==> src/htlp_pkg.sv <==
// Shared types, constants and helpers for the linear-probing hash table.
package htlp_pkg;

  localparam int SLOTS = 512;
  localparam int SLOT_W = $clog2(SLOTS);
  localparam int CNT_W = $clog2(SLOTS + 1);
  localparam int KEY_W = 34;
  localparam int VAL_W = 64;
  localparam int OUT_IDX_W = 9;
  localparam bit SLOTS_POW2 = ((SLOTS & (SLOTS - 1)) == 0);

  localparam int MOD_BITS = 4;
  localparam int MOD_STEPS = (KEY_W + MOD_BITS - 1) / MOD_BITS;
  localparam int MOD_PAD_W = MOD_STEPS * MOD_BITS;
  localparam int MOD_CNT_W = $clog2(MOD_STEPS);

  typedef enum logic [1:0] {
    OP_INSERT = 2'd0,
    OP_SEARCH = 2'd1,
    OP_UPDATE = 2'd2
  } op_e;

  typedef enum logic [2:0] {
    STATUS_INSERTED  = 3'd0,
    STATUS_FOUND     = 3'd1,
    STATUS_NOT_FOUND = 3'd2,
    STATUS_FULL      = 3'd3,
    STATUS_KEY_ZERO  = 3'd4
  } status_e;

  typedef enum logic [3:0] {
    S_CLEAR,
    S_IDLE,
    S_HSTART,
    S_HWAIT,
    S_READ,
    S_CHECK,
    S_OWAIT,
    S_RESP
  } state_e;

  typedef struct packed {
    logic [1:0]       op;
    logic [KEY_W-1:0] key;
    logic [VAL_W-1:0] value;
  } in_item_t;

  typedef struct packed {
    status_e              status;
    logic [OUT_IDX_W-1:0] slot;
    logic [VAL_W-1:0]     stored_value;
    logic [OUT_IDX_W-1:0] probes;
  } out_item_t;

  typedef struct packed {
    logic             start;
    logic [KEY_W-1:0] operand;
  } mod_req_t;

  typedef struct packed {
    logic              done;
    logic [SLOT_W-1:0] result;
  } mod_rsp_t;

  function automatic logic [OUT_IDX_W-1:0] out_idx(input logic [SLOT_W-1:0] i);
    logic [31:0] wide;
    wide = 32'(i);
    return wide[OUT_IDX_W-1:0];
  endfunction

endpackage

==> src/htlp_mod.sv <==
// Iterative key-modulo-slot-count unit, several remainder bits per cycle.
module htlp_mod (
  input  logic              clk,
  input  logic              rst,
  input  htlp_pkg::mod_req_t req,
  output htlp_pkg::mod_rsp_t rsp
);

  logic                                active;
  logic                                done;
  logic [htlp_pkg::MOD_CNT_W-1:0]      cnt;
  logic [htlp_pkg::MOD_PAD_W-1:0]      shreg;
  logic [htlp_pkg::SLOT_W-1:0]         rem;
  logic [htlp_pkg::SLOT_W-1:0]         rem_next;

  always_comb begin
    logic [htlp_pkg::SLOT_W:0]   t;
    logic [htlp_pkg::SLOT_W-1:0] r;
    r = rem;
    for (int b = 0; b < htlp_pkg::MOD_BITS; b++) begin
      t = {r, shreg[htlp_pkg::MOD_PAD_W-1-b]};
      if (t >= (htlp_pkg::SLOT_W+1)'(htlp_pkg::SLOTS)) begin
        t = t - (htlp_pkg::SLOT_W+1)'(htlp_pkg::SLOTS);
      end
      r = t[htlp_pkg::SLOT_W-1:0];
    end
    rem_next = r;
  end

  always_ff @(posedge clk) begin
    if (rst) begin
      active <= 1'b0;
      done   <= 1'b0;
      cnt    <= '0;
    end else begin
      done <= 1'b0;
      if (req.start) begin
        if (htlp_pkg::SLOTS_POW2) begin
          rem  <= req.operand[htlp_pkg::SLOT_W-1:0];
          done <= 1'b1;
        end else begin
          active <= 1'b1;
          cnt    <= '0;
          shreg  <= htlp_pkg::MOD_PAD_W'(req.operand);
          rem    <= '0;
        end
      end else if (active) begin
        shreg <= shreg << htlp_pkg::MOD_BITS;
        rem   <= rem_next;
        cnt   <= cnt + 1'b1;
        if (cnt == htlp_pkg::MOD_CNT_W'(htlp_pkg::MOD_STEPS - 1)) begin
          active <= 1'b0;
          done   <= 1'b1;
        end
      end
    end
  end

  assign rsp.done   = done;
  assign rsp.result = rem;

endmodule

==> config.mk <==
export PLATFORM = sky130hd
export DESIGN_NAME = htlp_mod
export DESIGN_NICKNAME = d
export VERILOG_FILES = /design/src/htlp_pkg.sv /design/src/htlp_mod.sv
export SDC_FILE = /design/constraint.sdc
export NUM_CORES = 1
export LEC_CHECK = 0
export ABC_AREA = 1
export BUFFER_PORTS_ARGS = -buffer_cell sky130_fd_sc_hd__buf_2
export CORE_AREA = 2 2 45 47
export CTS_CLUSTER_DIAMETER = 100
export DETAILED_ROUTE_END_ITERATION = 16
export DIE_AREA = 0 0 47 49
export PLACE_DENSITY_LB_ADDON = 0.12
export SLEW_MARGIN = 20
export SYNTH_ARGS = -nofsm -noshare
export SYNTH_HDL_FRONTEND = slang
export SYNTH_SLANG_ARGS = --single-unit
export TNS_END_PERCENT = 50
==> constraint.sdc <==
create_clock -name clk -period 2 [get_ports clk]
set_input_delay 0.4 -clock clk [delete_from_list [all_inputs] [get_ports clk]]
set_output_delay 0.4 -clock clk [all_outputs]
set_load 0.005 [all_outputs]
=== Word level (Yosys, flattened, before mapping) ===
Index checks and enable logic that the tools add are counted.

* Bits of input ports: 37
* Register bits after elaboration: 15
* Output and inout bits: 10
* Logic and storage cells: 30

* $lt $le $gt $ge: 4
* Multiplexer cells: 11
* Bitwise operators: 2
* Equality and inequality tests: 1
* Reductions and logical operators: 3
* Add/sub/neg operators: 5

{| class="wikitable"
|+ Operators by type and width
! operator !! number
|-
| $mux 9 || 6
|-
| $ge 10x10->1 const B || 4
|-
| $sub 9x1->9 const B || 4
|-
| $mux 1 || 5
|-
| $add 4x1->4 const B || 1
|-
| $eq 4x4->1 const B || 1
|-
| $reduce_and 2->1 || 2
|-
| $not 1->1 || 2
|-
| $reduce_bool 2->1 || 1
|}

=== Longest topological paths before layout ===
* Word-level depth: 10
* Gate-level depth with buffers: 6
* Depth with buffers taken out: 6

=== Worst setup path before layout ===
Ideal clock, no wire load.

* Kind: in2reg
* From: in req[34] (netlist name)
* To: reg rem[0] (netlist name) (enable)
* Setup time: 0.387 ns
* Required time: 1.613 ns
* Cell stages on the path: 2
* Arrival: 1.149 ns
* Path buffers: 0
* Slack: 0.463 ns
* Cells stage by stage: inv_2 -> o21ai_0

* Longest elaborated chain between the ends: 2

{| class="wikitable"
|+ Ends and longest elaborated chain
! item !! RTL line !! source
|-
| from (decl) || htlp_mod.sv:5 || <nowiki>input htlp_pkg::mod_req_t req,</nowiki>
|-
| $reduce_bool 2->1 (no line) || n/a ||
|-
| $reduce_and 2->1 (no line) || n/a ||
|-
| to (signal assigned) || htlp_mod.sv:39 || <nowiki>rem <= req.operand[htlp_pkg::SLOT_W-1:0];</nowiki>
|-
| to (signal assigned) || htlp_mod.sv:49 || <nowiki>rem <= rem_next;</nowiki>
|-
| to (decl) || htlp_mod.sv:13 || <nowiki>logic [htlp_pkg::SLOT_W-1:0] rem;</nowiki>
|}

No other way between the ends.
A chain may end at the register's enable or synchronous reset.

=== Final worst setup path ===
* From: reg rem[1] (netlist name)
* To: out rsp[1] (netlist name)

{| class="wikitable"
|+ RTL lines
! item !! RTL line !! source
|-
| to (decl) || htlp_mod.sv:6 || <nowiki>output htlp_pkg::mod_rsp_t rsp</nowiki>
|}

No word-level cell between the ends.

==> out/metrics.csv <==
stage,metric,value,unit
sta,hold_slack,0.312,ns
clocking,cts_max_level,1,
sta,max_freq,0.809,GHz
synth,syn_avg_cell_area,9.26,sq um
synth,netlist_area,667,sq um
setup_path,cp_max_fo,2,
drt,dr_wl_met2,493,um
place,io_buffers,21,
drt,wl_per_cell,9.34,um
synth,synth_most_common_cell,nand2_1,
clocking,clock_latency,0.29,ns
synth,syn_inst,72,
power,p_leak,0.398,nW
sta,maxSlewHeadroom,81.6,%
sta,fin_skew,0.000773,ns
clocking,clock_path_buffers,2,
place,place_area,795,sq um
setup_path,cp_data_required_time,1.60,ns
setup_path,path_depth,1,
floorplanning,die_y,49,um
drt,avgViaCountPerCell,4.23,
floorplanning,core,1840,sq um
grt,grt_pass1_wl,2.01,mm
setup_path,critPathMaxStageDelay,0.41,ns
min_path,hp-class,in -> reg,
sta,final.setup.tns,0,ns
synth,synth_top_area_share,40.5,%
setup_path,r2r_start,cnt[0],
synth,yosys.cell_types.count,15,
drt,drtIter0Drc,11,
clocking,cts_buffers,3,
floorplanning,initial_core_util,36.2,%
place,gp_congestion,0.658,
drt,highest_layer,met4,
drt,wl_met3,56,um
grt,grt_start_max_net_pins,12,
drt,route.detailed.drc,0,
grt,grt_pass1_vias,485,
synth,synth_area_leaders,"edfxtp_1 41%, dfxtp_1 18%, nand2_1 15%, inv_1 4.5%, a21oi_1 3.8%",
synth,async_reset_ff_share,0,%
floorplanning,boundaryPins,47,
clocking,clockRootBuffer,clkbuf_4,
setup_path,critical-path-top-delay-family,flip-flops,
setup_path,cpMaxStageDelayCell,edfxtp_1,
setup_path,crit_chain,buf_2,
setup_path,worst-path-buf-inv,1,
drt,wirelength,1.15,mm
clocking,tritoncts,done,
place,dp.cells,119,
floorplanning,die-area,2300,sq um
synth,synth_enable_flop_cells,9,
sta,fin_crit,1.24,ns
synth,ys_seq_area_share,58.5,%
setup_path,cp-start-kind,flip-flop,
setup_path,end_kind,output pin,
clocking,post_cts_resized,0,
synth,yosys_warnings,0,
synth,synth_common_cells,"27 x nand2_1, 9 x edfxtp_1, 8 x inv_1",
grt,antenna_found_initial,0,
setup_path,crit_arrival,0.84,ns
drt,vias,520,
clocking,clock-sinks,15,
sta,worst_pin_slew,0.275,ns
finish,diodes,0,
synth,ys_ff_latch,15,
sta,maxSlewViolCount,0,
finish,nets,136,
finish,final_cell_area,821,sq um
power,irDropWorstVdd,403,uV
finish,drive_above_1_share,31.3,%
setup_path,worstSetupEndpoint,rsp[1],
grt,gr-total-overflow,0,
setup_path,startpoint,rem[1],
clocking,postCtsSetupRepairBufs,0,
floorplanning,rows,16,
sta,finalHoldViolCount,0,
sta,finalSetupViolCount,0,
setup_path,r2r_slack,0.95,ns
setup_path,r2r_cells,4,
sta,min_period_over_period,61.8,%
clocking,clkTransAtPathRegs,0.08,ns
grt,grt_use_total,12.4,%
drt,firstDrtPassIters,3,
drt,met1_length,552,um
setup_path,path_class,reg -> out,
finish,instances_no_fill,123,
synth,synth.largest_area_cell,edfxtp_1,
synth,ys.flop_type,edfxtp_1,
drt,postRouteAntennaNets,0,
place,place_hpwl,821,um
setup_path,r2r_end,cnt[1],
finish,syn_to_final_growth,23.1,%
sta,rsz0062_at_grt,false,
floorplanning,die_w,47,um
clocking,holdBufCountCts,0,
outcome,status,"complete, no violations",
power,p_total,568,uW
run,maxCapViolCount,0,
synth,synth_nets,111,
power,powerDensity,692,nW/um^2
==> placed cells by master, fill, tap and decap left out <==
cell      instances
a21oi_1           5
buf_2            21
buf_4             1
clkbuf_1          1
clkbuf_4          3
dfxtp_1           6
edfxtp_1          9
ha_1              2
inv_1             8
inv_2             2
nand2_1          27
nand2_2           1
nand3_1           2
nor2_1            3
nor2_2            1
nor2_8            1
o21ai_0           3
==> layout make-up <==
type                       count  area (sq um)
clock buffer                   4          26.3
fill                         201          1020
inverter                      10          37.5
multi-input combinational     45           220
sequential                    15           390
tap                           27          33.8
timing repair buffer          22           113
==> per-layer routing <==
metal	GRT usage [%]	vias to the layer above
met5	0	-
met4	9.72	0
met3	3.33	5
met2	17.8	15
met1	15.1	226
li1	-	274
==> cells by family (layout without fill, tap and decap cells) <==
family,count (synthesis),after routing,synth area share [%]
AO/OA/AOI/OAI,8,8,6.00
AND/OR/NAND/NOR,35,35,23.3
flip-flops,15,15,58.5
adder cells (fa/ha/maj),2,2,3.75
buffers and inverters,12,36,8.44
==> through the flow <==
step / setup WS [ns] / util (%)
3_5_place_dp: 0.504 / 43.1
2_1_floorplan: 0.463 / -
6_report: 0.763 / 44.6
3_3_place_gp: 0.518 / 43.1
4_1_cts: 0.759 / 44.6
5_1_grt: 0.726 / 44.6
==> state kept, by name, summed over array words and instances, names as in the netlist <==
name	cells
active	1
cnt	4
done	1
rem	9
==> where the power goes <==
group / switching (mW) / total, mW / internal, mW
Combinational: 0.0269 / 0.0488 / 0.0219
Sequential: 0.00384 / 0.344 / 0.341
Clock: 0.0973 / 0.175 / 0.0777
Total: 0.128 / 0.568 / 0.440
==> worst min-delay path by stage <==
stage                      start  depth (start not counted)     end  slack, ns
after global placement    cnt[1]                          2  cnt[1]       0.48
final                        rst                          2  cnt[2]       0.31
after CTS                    rst                          2  cnt[2]       0.31
after detailed placement  active                          2    done       0.50
after global routing         rst                          2  cnt[2]       0.30
after floorplan           cnt[1]                          2  cnt[1]       0.46
(Power assumes the default switching activity.)
