===== config.mk =====
export PLATFORM = sky130hd
export DESIGN_NAME = htlp_ram
export DESIGN_NICKNAME = d
export VERILOG_FILES = /design/src/htlp_ram.sv
export SDC_FILE = /design/constraint.sdc
export NUM_CORES = 1
export LEC_CHECK = 0
export ABC_CLOCK_PERIOD_IN_PS = 2600
export BUFFER_PORTS_ARGS = -buffer_cell sky130_fd_sc_hd__clkbuf_2
export CORE_AREA = 2 2 130 132
export CTS_CLUSTER_DIAMETER = 40
export DETAILED_ROUTE_END_ITERATION = 6
export DIE_AREA = 0 0 132 134
export PLACE_DENSITY_LB_ADDON = 0.1
export SLEW_MARGIN = 0
export SYNTH_ARGS = -nofsm -noshare
export SYNTH_HDL_FRONTEND = slang
export SYNTH_SLANG_ARGS = --single-unit

===== constraint.sdc =====
create_clock -name clk -period 2.6 [get_ports clk]
set_input_delay 0.39 -clock clk [delete_from_list [all_inputs] [get_ports clk]]
set_output_delay 0.39 -clock clk [all_outputs]
set_load 0.03 [all_outputs]

===== src/htlp_ram.sv =====
// Generic single-write, single-read RAM with registered read data.
module htlp_ram #(
  parameter int WIDTH = 8,
  parameter int DEPTH = 16
) (
  input  logic                     clk,
  input  logic                     we,
  input  logic [$clog2(DEPTH)-1:0] waddr,
  input  logic [WIDTH-1:0]         wdata,
  input  logic [$clog2(DEPTH)-1:0] raddr,
  output logic [WIDTH-1:0]         rdata
);

  logic [WIDTH-1:0] mem [DEPTH];

  always_ff @(posedge clk) begin
    if (we) begin
      mem[waddr] <= wdata;
    end
    rdata <= mem[raddr];
  end

endmodule


# == Word-level counts from Yosys, hierarchy flattened ==
# Memories as Yosys holds them, arrays and structs flattened. A register that Yosys moved wholly into a read port is not among the register bits.
# Cells that the tools add are included.
# word_totals
mem_count,1
mem_bits_rw,128
inputBits,18
regBits,0
output_inout_bits,8
# classes
mux,2
# mem_list
memory,words,word_bits,rd,rd_clocked_by_memory_dff,write_ports,line_no,source
mem,16,8,1,1,1,14,logic [WIDTH-1:0] mem [DEPTH];
# op_table
op,n
two-way mux 1 bit,2

# == Depth between registers and ports, before layout ==
# Gate-level depths: netlist (run 1).
# logic_depth
depth_word,2
depth_mapped,5

# == Worst setup path after synthesis (run 1) ==
# OpenSTA, ideal clock, no wires.
# synth_timing
path_kind,input port to flip-flop
startpoint,in waddr[2]
endpoint,mem mem[0][0] (enable)
path_stages,2
arrival_ps,1500
required_ps,2217
path_slack_ps,717
path_cell_list,or3b_2 > nor3_1
# synth_rtl
item,line_no,source
"start, declared",8,"input logic [$clog2(DEPTH)-1:0] waddr,"
"end, declared",14,
# No word-level cell before the write port.

==> run summary, run 1 <==
Clock skew on the completed layout was measured at 0.003883 ns. The setup check on the worst reg-to-reg path leaves a slack of 1.23 ns. Setup repair after global routing left no endpoint under its margin. The power density normalized to cell area was 783.9 nW/um2; the final-report max-slew violation count was 0. The number of sinks handled by clock tree synthesis is 136, and the achievable clock frequency is 0.6413 GHz. The data required time at the worst endpoint came out at 2.90 ns. The total of buffers placed on input and output ports is 25, and the clock period minus final worst setup slack is 1.559 ns. The transition at the pin with the smallest max-transition slack came out at 0.7573 ns. Most frequently used cell type in the post-synthesis netlist: sky130_fd_sc_hd__edfxtp_1. After filler insertion, the fill cell instance count of the layout stands at 1,516.

The commonest cells after synthesis are sky130_fd_sc_hd__edfxtp_1, sky130_fd_sc_hd__mux4_2, sky130_fd_sc_hd__a22oi_1, sky130_fd_sc_hd__mux4_1, sky130_fd_sc_hd__nor2_1. Post-route non-filler standard cell count: 515. The maximum resistive drop on vdd was 0.4489 mV. The period utilization was 59.97%; the gate count after technology mapping was 229. The H-tree depth was 4; the fraction of registers with async set or reset after synthesis was 0%.

The clock edge transition at the registers on the reported setup and hold paths works out to 0.05 ns. The tools report the area enclosed by the die boundary as 17,690 um2. The initialized floorplan defines 47 standard-cell rows.

The startpoint identified for the worst hold timing path is wdata[7]. The register area is 4004 um2. For this block, the initial DRC count from the detailed router was 148. For the final hold violation count, the log shows 0. The global-route wire length before repair came out at 16,020 um. The startpoint identified for the worst register-to-register timing path is mem[1][1]. Final net count: 300. Via count: 2,325.

The number of warnings issued by yosys is 0. The completed layout was analyzed and its total power is 0.004832 W. For this run, design rule violations remaining after detail routing come to 0. The run gives 49.41% as the remaining max-slew budget at the tightest pin. Compared with the post-synthesis result, the final layout area differs by 19.76%. The cell area that synthesis handed to floorplanning was 5147 um2. In this run the worst path has a maximum fanout of 14. Sorting the synthesized cells by area gives the leading types as sky130_fd_sc_hd__edfxtp_1, sky130_fd_sc_hd__mux4_2, sky130_fd_sc_hd__mux4_1.

The flow ran to the end, and the final reports show no timing, DRC or antenna violations. Across all hold checks on the routed design, the worst slack comes to 0.4135 ns. After global routing the overflow that remains totals 0.

Counting flops with a built-in enable in the synthesized netlist gives 128. Summing all multi-input logic gate instances after layout gives 1057 um2. The logs give 2 for the maximum number of buffers from clock root to sink and 16,290 um2 for the placeable core area.

The via count of the first global-routing pass is 2,553. 26 I/O pins were placed. STA classifies the critical path startpoint as an input port.

Sequential cells were found to cover 77.78% of the synthesized design area. Once detailed placement completed, the half-perimeter wirelength came to 7158 um. Synthesis instantiated 19 different standard cells from the library. The fraction of final layout cells sized beyond drive strength 1 was 30.17%; the overall global routing resource usage was 12.92%. Counting tap cells, the placed design contains a total of 483 instances. The critical path is of the input port to flop type.

The tools report the number of antenna diodes as 0. Synthesis produced a netlist with a net count of 247. Cell depth of the worst min-delay path: 1. Entering global routing, the biggest net connects 24 pins.

The run gives 10,420 um as the overall routed net length. Last weighted congestion value of the routability-driven placer: 0.6792. From left edge to right edge, the die measures 132 um. The worst register-to-register path has a depth of 3. The capture point of the worst reg-to-reg path was rdata[1]. TritonCTS built the clock tree. For this configuration, the core starts out at a cell density of 31.60%. The number of iterations in the first detailed-routing pass was 4.

After clock tree synthesis, the repair step resized 0 gates. For the post-route setup TNS, the log shows 0 ns. Summed over all instances, the cell type with the most area after synthesis is sky130_fd_sc_hd__edfxtp_1.

Setup violations remaining at the end of the flow were counted as 0. The worst hold endpoint is mem[3][7]. The min-delay analysis places its worst path in the category input port to flop.

The via count normalized by instance count is 4.515. STA puts the critical path data arrival time at 1.86 ns. The die extent in y was 134 um; the static power due to leakage was 2.068 nW. Summed over its instances, the top area cell type makes up 74.67% of the synthesized netlist area.

The synthesized design contains 136 register bits. The tools report the number of buffers created by CTS as 17. Once detail routing completed, the nets flagged for antenna violations numbered 0. The average instance in the mapped netlist occupies 22.48 um2. STA classifies the critical path endpoint as a flop. Post-CTS timing repair inserted 0 buffers for setup. The tool flagged a number of max-cap violations equal to 0. The leading register cell type out of synthesis was sky130_fd_sc_hd__edfxtp_1. Number of buffers inserted by hold repair at cts: 0. The tree is rooted in a sky130_fd_sc_hd__clkbuf_16. The worst-skew pair later-pin latency is 0.42 ns, and the per-cell routed wire length is 20.23 um. The initial antenna violation count was 0.
==> per-stage QoR <==
| step | utilization [%] | worst slack (ns) | cell area, um2 |
|---|---|---|---|
| after CTS | 37.84 | 1.040 | 6165 |
| after detailed placement | 34.63 | 0.5989 | 5642 |
| after global placement | 34.63 | 0.5847 | 5642 |
| after floorplan | - | 0.7171 | 5147 |
| final | 37.84 | 1.041 | 6165 |
| after global routing | 37.84 | 0.9145 | 6165 |
==> layout by cell type (no fill, tap or decap), types with 3 or more instances in the layout <==
master and count:
sky130_fd_sc_hd__buf_4 16, sky130_fd_sc_hd__buf_12 3, sky130_fd_sc_hd__nor3_1 4, sky130_fd_sc_hd__edfxtp_1 128
sky130_fd_sc_hd__clkbuf_16 17, sky130_fd_sc_hd__mux4_1 14, sky130_fd_sc_hd__a22oi_1 16, sky130_fd_sc_hd__clkbuf_2 25
sky130_fd_sc_hd__nand2_1 9, sky130_fd_sc_hd__nor2_1 13, sky130_fd_sc_hd__clkinv_2 6, sky130_fd_sc_hd__clkbuf_1 4
sky130_fd_sc_hd__mux4_2 18, sky130_fd_sc_hd__dfxtp_1 8
==> registers in the layout, indices dropped and copies added, names as in the netlist <==
name and cells:
mem 128, rdata 8
==> worst max-delay path by stage <==
stage,from,end,slack [ns]
after floorplan,waddr[2],mem[0][0],0.72
after global placement,raddr[0],rdata[2],0.58
after detailed placement,raddr[0],rdata[2],0.60
after CTS,raddr[0],rdata[2],1.04
after global routing,raddr[0],rdata[1],0.91
final,raddr[0],rdata[1],1.04
==> critical path: stages <==
cell and delay (ns):
sky130_fd_sc_hd__clkbuf_2 0.29, sky130_fd_sc_hd__buf_12 0.21, sky130_fd_sc_hd__mux4_1 0.55, sky130_fd_sc_hd__a22oi_1 0.31, sky130_fd_sc_hd__nand2_1 0.09
==> area by class of cell <==
type | instances | area share, %
flip-flops and latches | 136 | 64.95
multi-input cells | 83 | 17.15
clock buffers | 21 | 7.144
repair buffers | 44 | 4.952
well taps | 220 | 4.465
clock inverters | 11 | 1.340
==> cell families after synthesis <==
logic type	synth area share, %
AO/OA/AOI/OAI	2.334
flip-flops	77.78
buffers and inverters	1.677
AND/OR/NAND/NOR	3.184
multiplexers	15.02
==> report_power, final <==
group          switching (W)  total [W]  internal, W
clock               0.000818    0.00211      0.00129
combinational       0.000156   0.000256     0.000100
sequential         0.0000135    0.00247      0.00245
total               0.000988    0.00483      0.00384
==> layer usage <==
layer	vias up	GRT usage [%]	wire length, um
met3	16	3.137	247
met4	0	6.703	223
met5	-	0	0
met2	34	20.63	5094
li1	1078	-	-
met1	1197	16.49	4853
Note: power is estimated with default switching activity, not from simulation.
==> inputs of run 2 (changes only) <==
--- a/config.mk
+++ b/config.mk
@@ -5,7 +5,7 @@
 export SDC_FILE = /design/constraint.sdc
 export NUM_CORES = 1
 export LEC_CHECK = 0
-export ABC_CLOCK_PERIOD_IN_PS = 2600
+export ABC_CLOCK_PERIOD_IN_PS = 1250
 export BUFFER_PORTS_ARGS = -buffer_cell sky130_fd_sc_hd__clkbuf_2
 export CORE_AREA = 2 2 130 132
 export CTS_CLUSTER_DIAMETER = 40
==> constraint.sdc (replaced) <==
create_clock -name clk -period 1.25 [get_ports clk]
set_input_delay 0.1875 -clock clk [delete_from_list [all_inputs] [get_ports clk]]
set_output_delay 0.1875 -clock clk [all_outputs]
set_load 0.03 [all_outputs]
==> run 2 against run 1 <==
  * The flow now finishes with violations (negative setup slack)
  * Global-route usage grew 0.71 points
  * Register-to-register slack lost 1.3 ns
  * Highest routed layer unchanged
  * Final area grew 5.1%
  * Sequential cell count is the same
  * Sequential power grew 110%
  * Clock skew grew 0.0037 ns
  * Worst setup slack lost 1.1 ns
  * Critical endpoint is now rdata[7]
  * Core utilization grew 1.9 points
  * Power grew 120%
==> run summary, run 2 (same netlist as run 1, synthesis figures left out) <==
The run finished, with violations left. The final reports fail on negative setup slack. The area used by multi-input combinational logic came out at 1107 um2 (was 1057 um2).

The number of top-level pins came out at 26 (unchanged). The flip-flop count of the largest register, all copies and words added is 128 (unchanged). The post-route non-filler standard cell count is 539 (was 515). The total of buffers placed on input and output ports is 25 (unchanged). The tools report the area enclosed by the die boundary as 17,690 um2 (unchanged). The logs give 0.008272 W (was 0.003845 W) for the design internal power and 136 (unchanged) for the number of sinks handled by clock tree synthesis.

Critical path cell sequence: mux4_2, a22oi_2, nand2_1 (was clkbuf_2, buf_12, mux4_1, a22oi_1, nand2_1). Top Registers: mem (128), rdata (8) (unchanged). The post-CTS setup buffer count was 0 (unchanged).

The horizontal die dimension came out at 132 um (unchanged). The maximum resistive drop on vdd is 0.9542 mV (was 0.4489 mV). The tools report the critical path capture point type as a flop (unchanged). The maximum number of buffers from clock root to sink was 2 (unchanged); the clock skew after layout was 0.007579 ns (was 0.003883 ns). The H-tree depth came out at 4 (unchanged). Register with the highest flop count: mem (unchanged). The final-report max-slew violation count is 0 (unchanged), and the utilization after layout is 39.79% (was 37.84%). The family with the most delay on the worst path was multiplexers (unchanged). The run gives 5308 um (was 5094 um) as the total length of routed met2 wires. The logic gate share of total power is 6.2% (was 5.3%). The tools report the number of fill cells in the layout as 1,469 (was 1,516). The number of antenna diodes came out at 0 (unchanged).

Most frequent cells in the layout: sky130_fd_sc_hd__edfxtp_1, sky130_fd_sc_hd__buf_4, sky130_fd_sc_hd__mux4_2 (was sky130_fd_sc_hd__edfxtp_1, sky130_fd_sc_hd__clkbuf_2, sky130_fd_sc_hd__mux4_2). The data required time at the worst endpoint was 1.54 ns (was 2.90 ns); the number of buffers and inverters on the critical path was 0 (was 2). Type of origin of the critical path: a flop (was an input port). The number of buffers created by CTS is 17 (unchanged), and the number of iterations in the first detailed-routing pass is 4 (unchanged). The global-route wire length before repair came out at 16,700 um (was 16,020 um).

The last weighted congestion value of the routability-driven placer is 0.7188 (was 0.6792), and the met1 wire length is 5223 um (was 4853 um). The count of final setup violators is 2 (was 0), and the post-DP HPWL is 7442 um (was 7158 um). The register area came out at 4004 um2 (unchanged).

The number of max-cap violations is 0 (unchanged). Initial antenna violation count: 0 (unchanged). The path type of the worst setup path is flop to flop (was input port to flop).

The path type of the worst min-delay path is input port to flop (unchanged). The net switching share of the total power is 20.49% (was 20.44%), and the achievable clock frequency is 0.7866 GHz. The static power due to leakage was 2.179 nW (was 2.068 nW). The number of nets with antenna violations after detailed routing is 0 (unchanged). The critical path's slowest cell is sky130_fd_sc_hd__mux4_2 (was sky130_fd_sc_hd__mux4_1).

Period utilization: 101.7%. The maximum number of pins on one net before global-route repair is 17 (was 24), and the sequential group share of total power is 49.3% (was 51.0%). The switching power summed over all nets is 0.002132 W (was 0.0009876 W).

The placeable core area came out at 16,290 um2 (unchanged). The tools report the worst slack after detailed placement as -0.4287 ns (was 0.5989 ns). The layout-stage area growth over the synthesis result works out to 25.91% (was 19.76%). Most common library cell in the layout ignoring fill and taps: sky130_fd_sc_hd__edfxtp_1 (unchanged). The iteration-0 DRC count of the detailed router is 212 (was 148).

The data arrival time of the critical path is 1.56 ns (was 1.86 ns), and the largest fanout on the critical path is 1 (was 14). The overall routed net length came out at 11,090 um (was 10,420 um). The remaining max-slew budget at the tightest pin is 36.00% (was 49.41%), and the met3 wirelength from detailed routing is 379 um (was 247 um).

The transition at the pin with the smallest max-transition slack was 0.9581 ns (was 0.7573 ns); the via count of the first global-routing pass was 2,564 (was 2,553). The tools report the clock share of power as 44.5% (was 43.7%). TritonCTS built the clock tree.

The die extent in y works out to 134 um (unchanged). The site row count is 47 (unchanged), and the clock period minus final worst setup slack is 1.271 ns. The clock edge transition at the registers on the reported setup and hold paths works out to 0.06 ns (was 0.05 ns). The effective utilization at floorplan is 31.60% (unchanged). The number of placed cells counting well taps is 507 (was 483). The power density normalized to cell area came out at 1605 nW/um2 (was 783.9 nW/um2). The tools report the final net count as 324 (was 300). The DRC violations left was 0 (unchanged). The via count is 2,462 (was 2,325).

The highest metal layer with signal wires was met4 (unchanged). The worst setup margin was -0.02133 ns (was 1.041 ns); the fraction of final layout cells sized beyond drive strength 1 was 43.89% (was 30.17%). The logs give 0 (unchanged) for the sum of overflow across all layers after global routing and 0.41 ns (was 0.42 ns) for the worst-skew pair later-pin latency.

The final hold violation count is 0 (unchanged), and the stage delay of the slowest cell on the critical path is 0.50 ns (was 0.55 ns). The tools report the clock root buffer as sky130_fd_sc_hd__clkbuf_16 (unchanged). Via count normalized by instance count: 4.568 (was 4.515). Setup repair after global routing could not meet its margin everywhere. The per-cell routed wire length works out to 20.57 um (was 20.23 um).

The overall global routing resource usage is 13.64% (was 12.92%).
run 2: cell types whose count changed in the layout (fill, tap and decap cells not counted), moves of 4 or more:
cell | previous run | this run
sky130_fd_sc_hd__nor3_1 | 4 | 0
sky130_fd_sc_hd__a22oi_1 | 16 | 5
sky130_fd_sc_hd__buf_12 | 3 | 8
sky130_fd_sc_hd__mux4_1 | 14 | 3
sky130_fd_sc_hd__buf_4 | 16 | 35
sky130_fd_sc_hd__mux4_2 | 18 | 29
sky130_fd_sc_hd__a22oi_2 | 0 | 11
run 2: repair_timing:
action,4_1_cts,5_1_grt
gates resized for setup,10,5
setup endpoints to repair,8,8
hold buffers,0,0
pin swaps,2,3
run 2: final timing paths:
check	cells after the start	to	slack, ns	startpoint
setup reg to reg	3	rdata[7]	-0.02	mem[3][7]
setup / recovery	3	rdata[7]	-0.02	mem[3][7]
hold reg to reg	3	rdata[7]	0.68	mem[12][7]
hold / removal	1	mem[14][6]	0.21	wdata[6]
run 2: through the flow:
step	hold slack (ns)	setup TNS, ns	instance area [um2]	power [W]
finish	0.2092	-0.02871	6481	0.01040
global route	0.2273	-0.2992	6481	0.01079
CTS	0.2081	-0.02847	6474	0.01050
detailed placement	0.6323	-13.39	5894	0.005854
global placement	0.6054	-12.61	5894	0.005848
floorplan	0.2864	-0.5066	5186	0.005557
run 2: metal layers:
layer,GRT usage [%],vias up
met3,4.422,12
met4,4.891,0
li1,-,1113
met2,21.04,43
met5,0,-
met1,18.19,1294
run 2: area by class of cell:
class	count	share of cell area (%)
multi-input cells	83	17.08
clock inverters	11	1.641
clock buffers	21	6.795
repair buffers	68	8.456
flip-flops and latches	136	61.78
well taps	220	4.247
run 2: power by group through the flow:
stage                     Sequential [W]  Combinational, W  Clock [W]
after global placement           0.00523          0.000623          0
after floorplan                  0.00528          0.000281          0
after CTS                        0.00513          0.000649    0.00472
final                            0.00513          0.000640    0.00463
after detailed placement         0.00522          0.000629          0
after global routing             0.00514          0.000693    0.00496
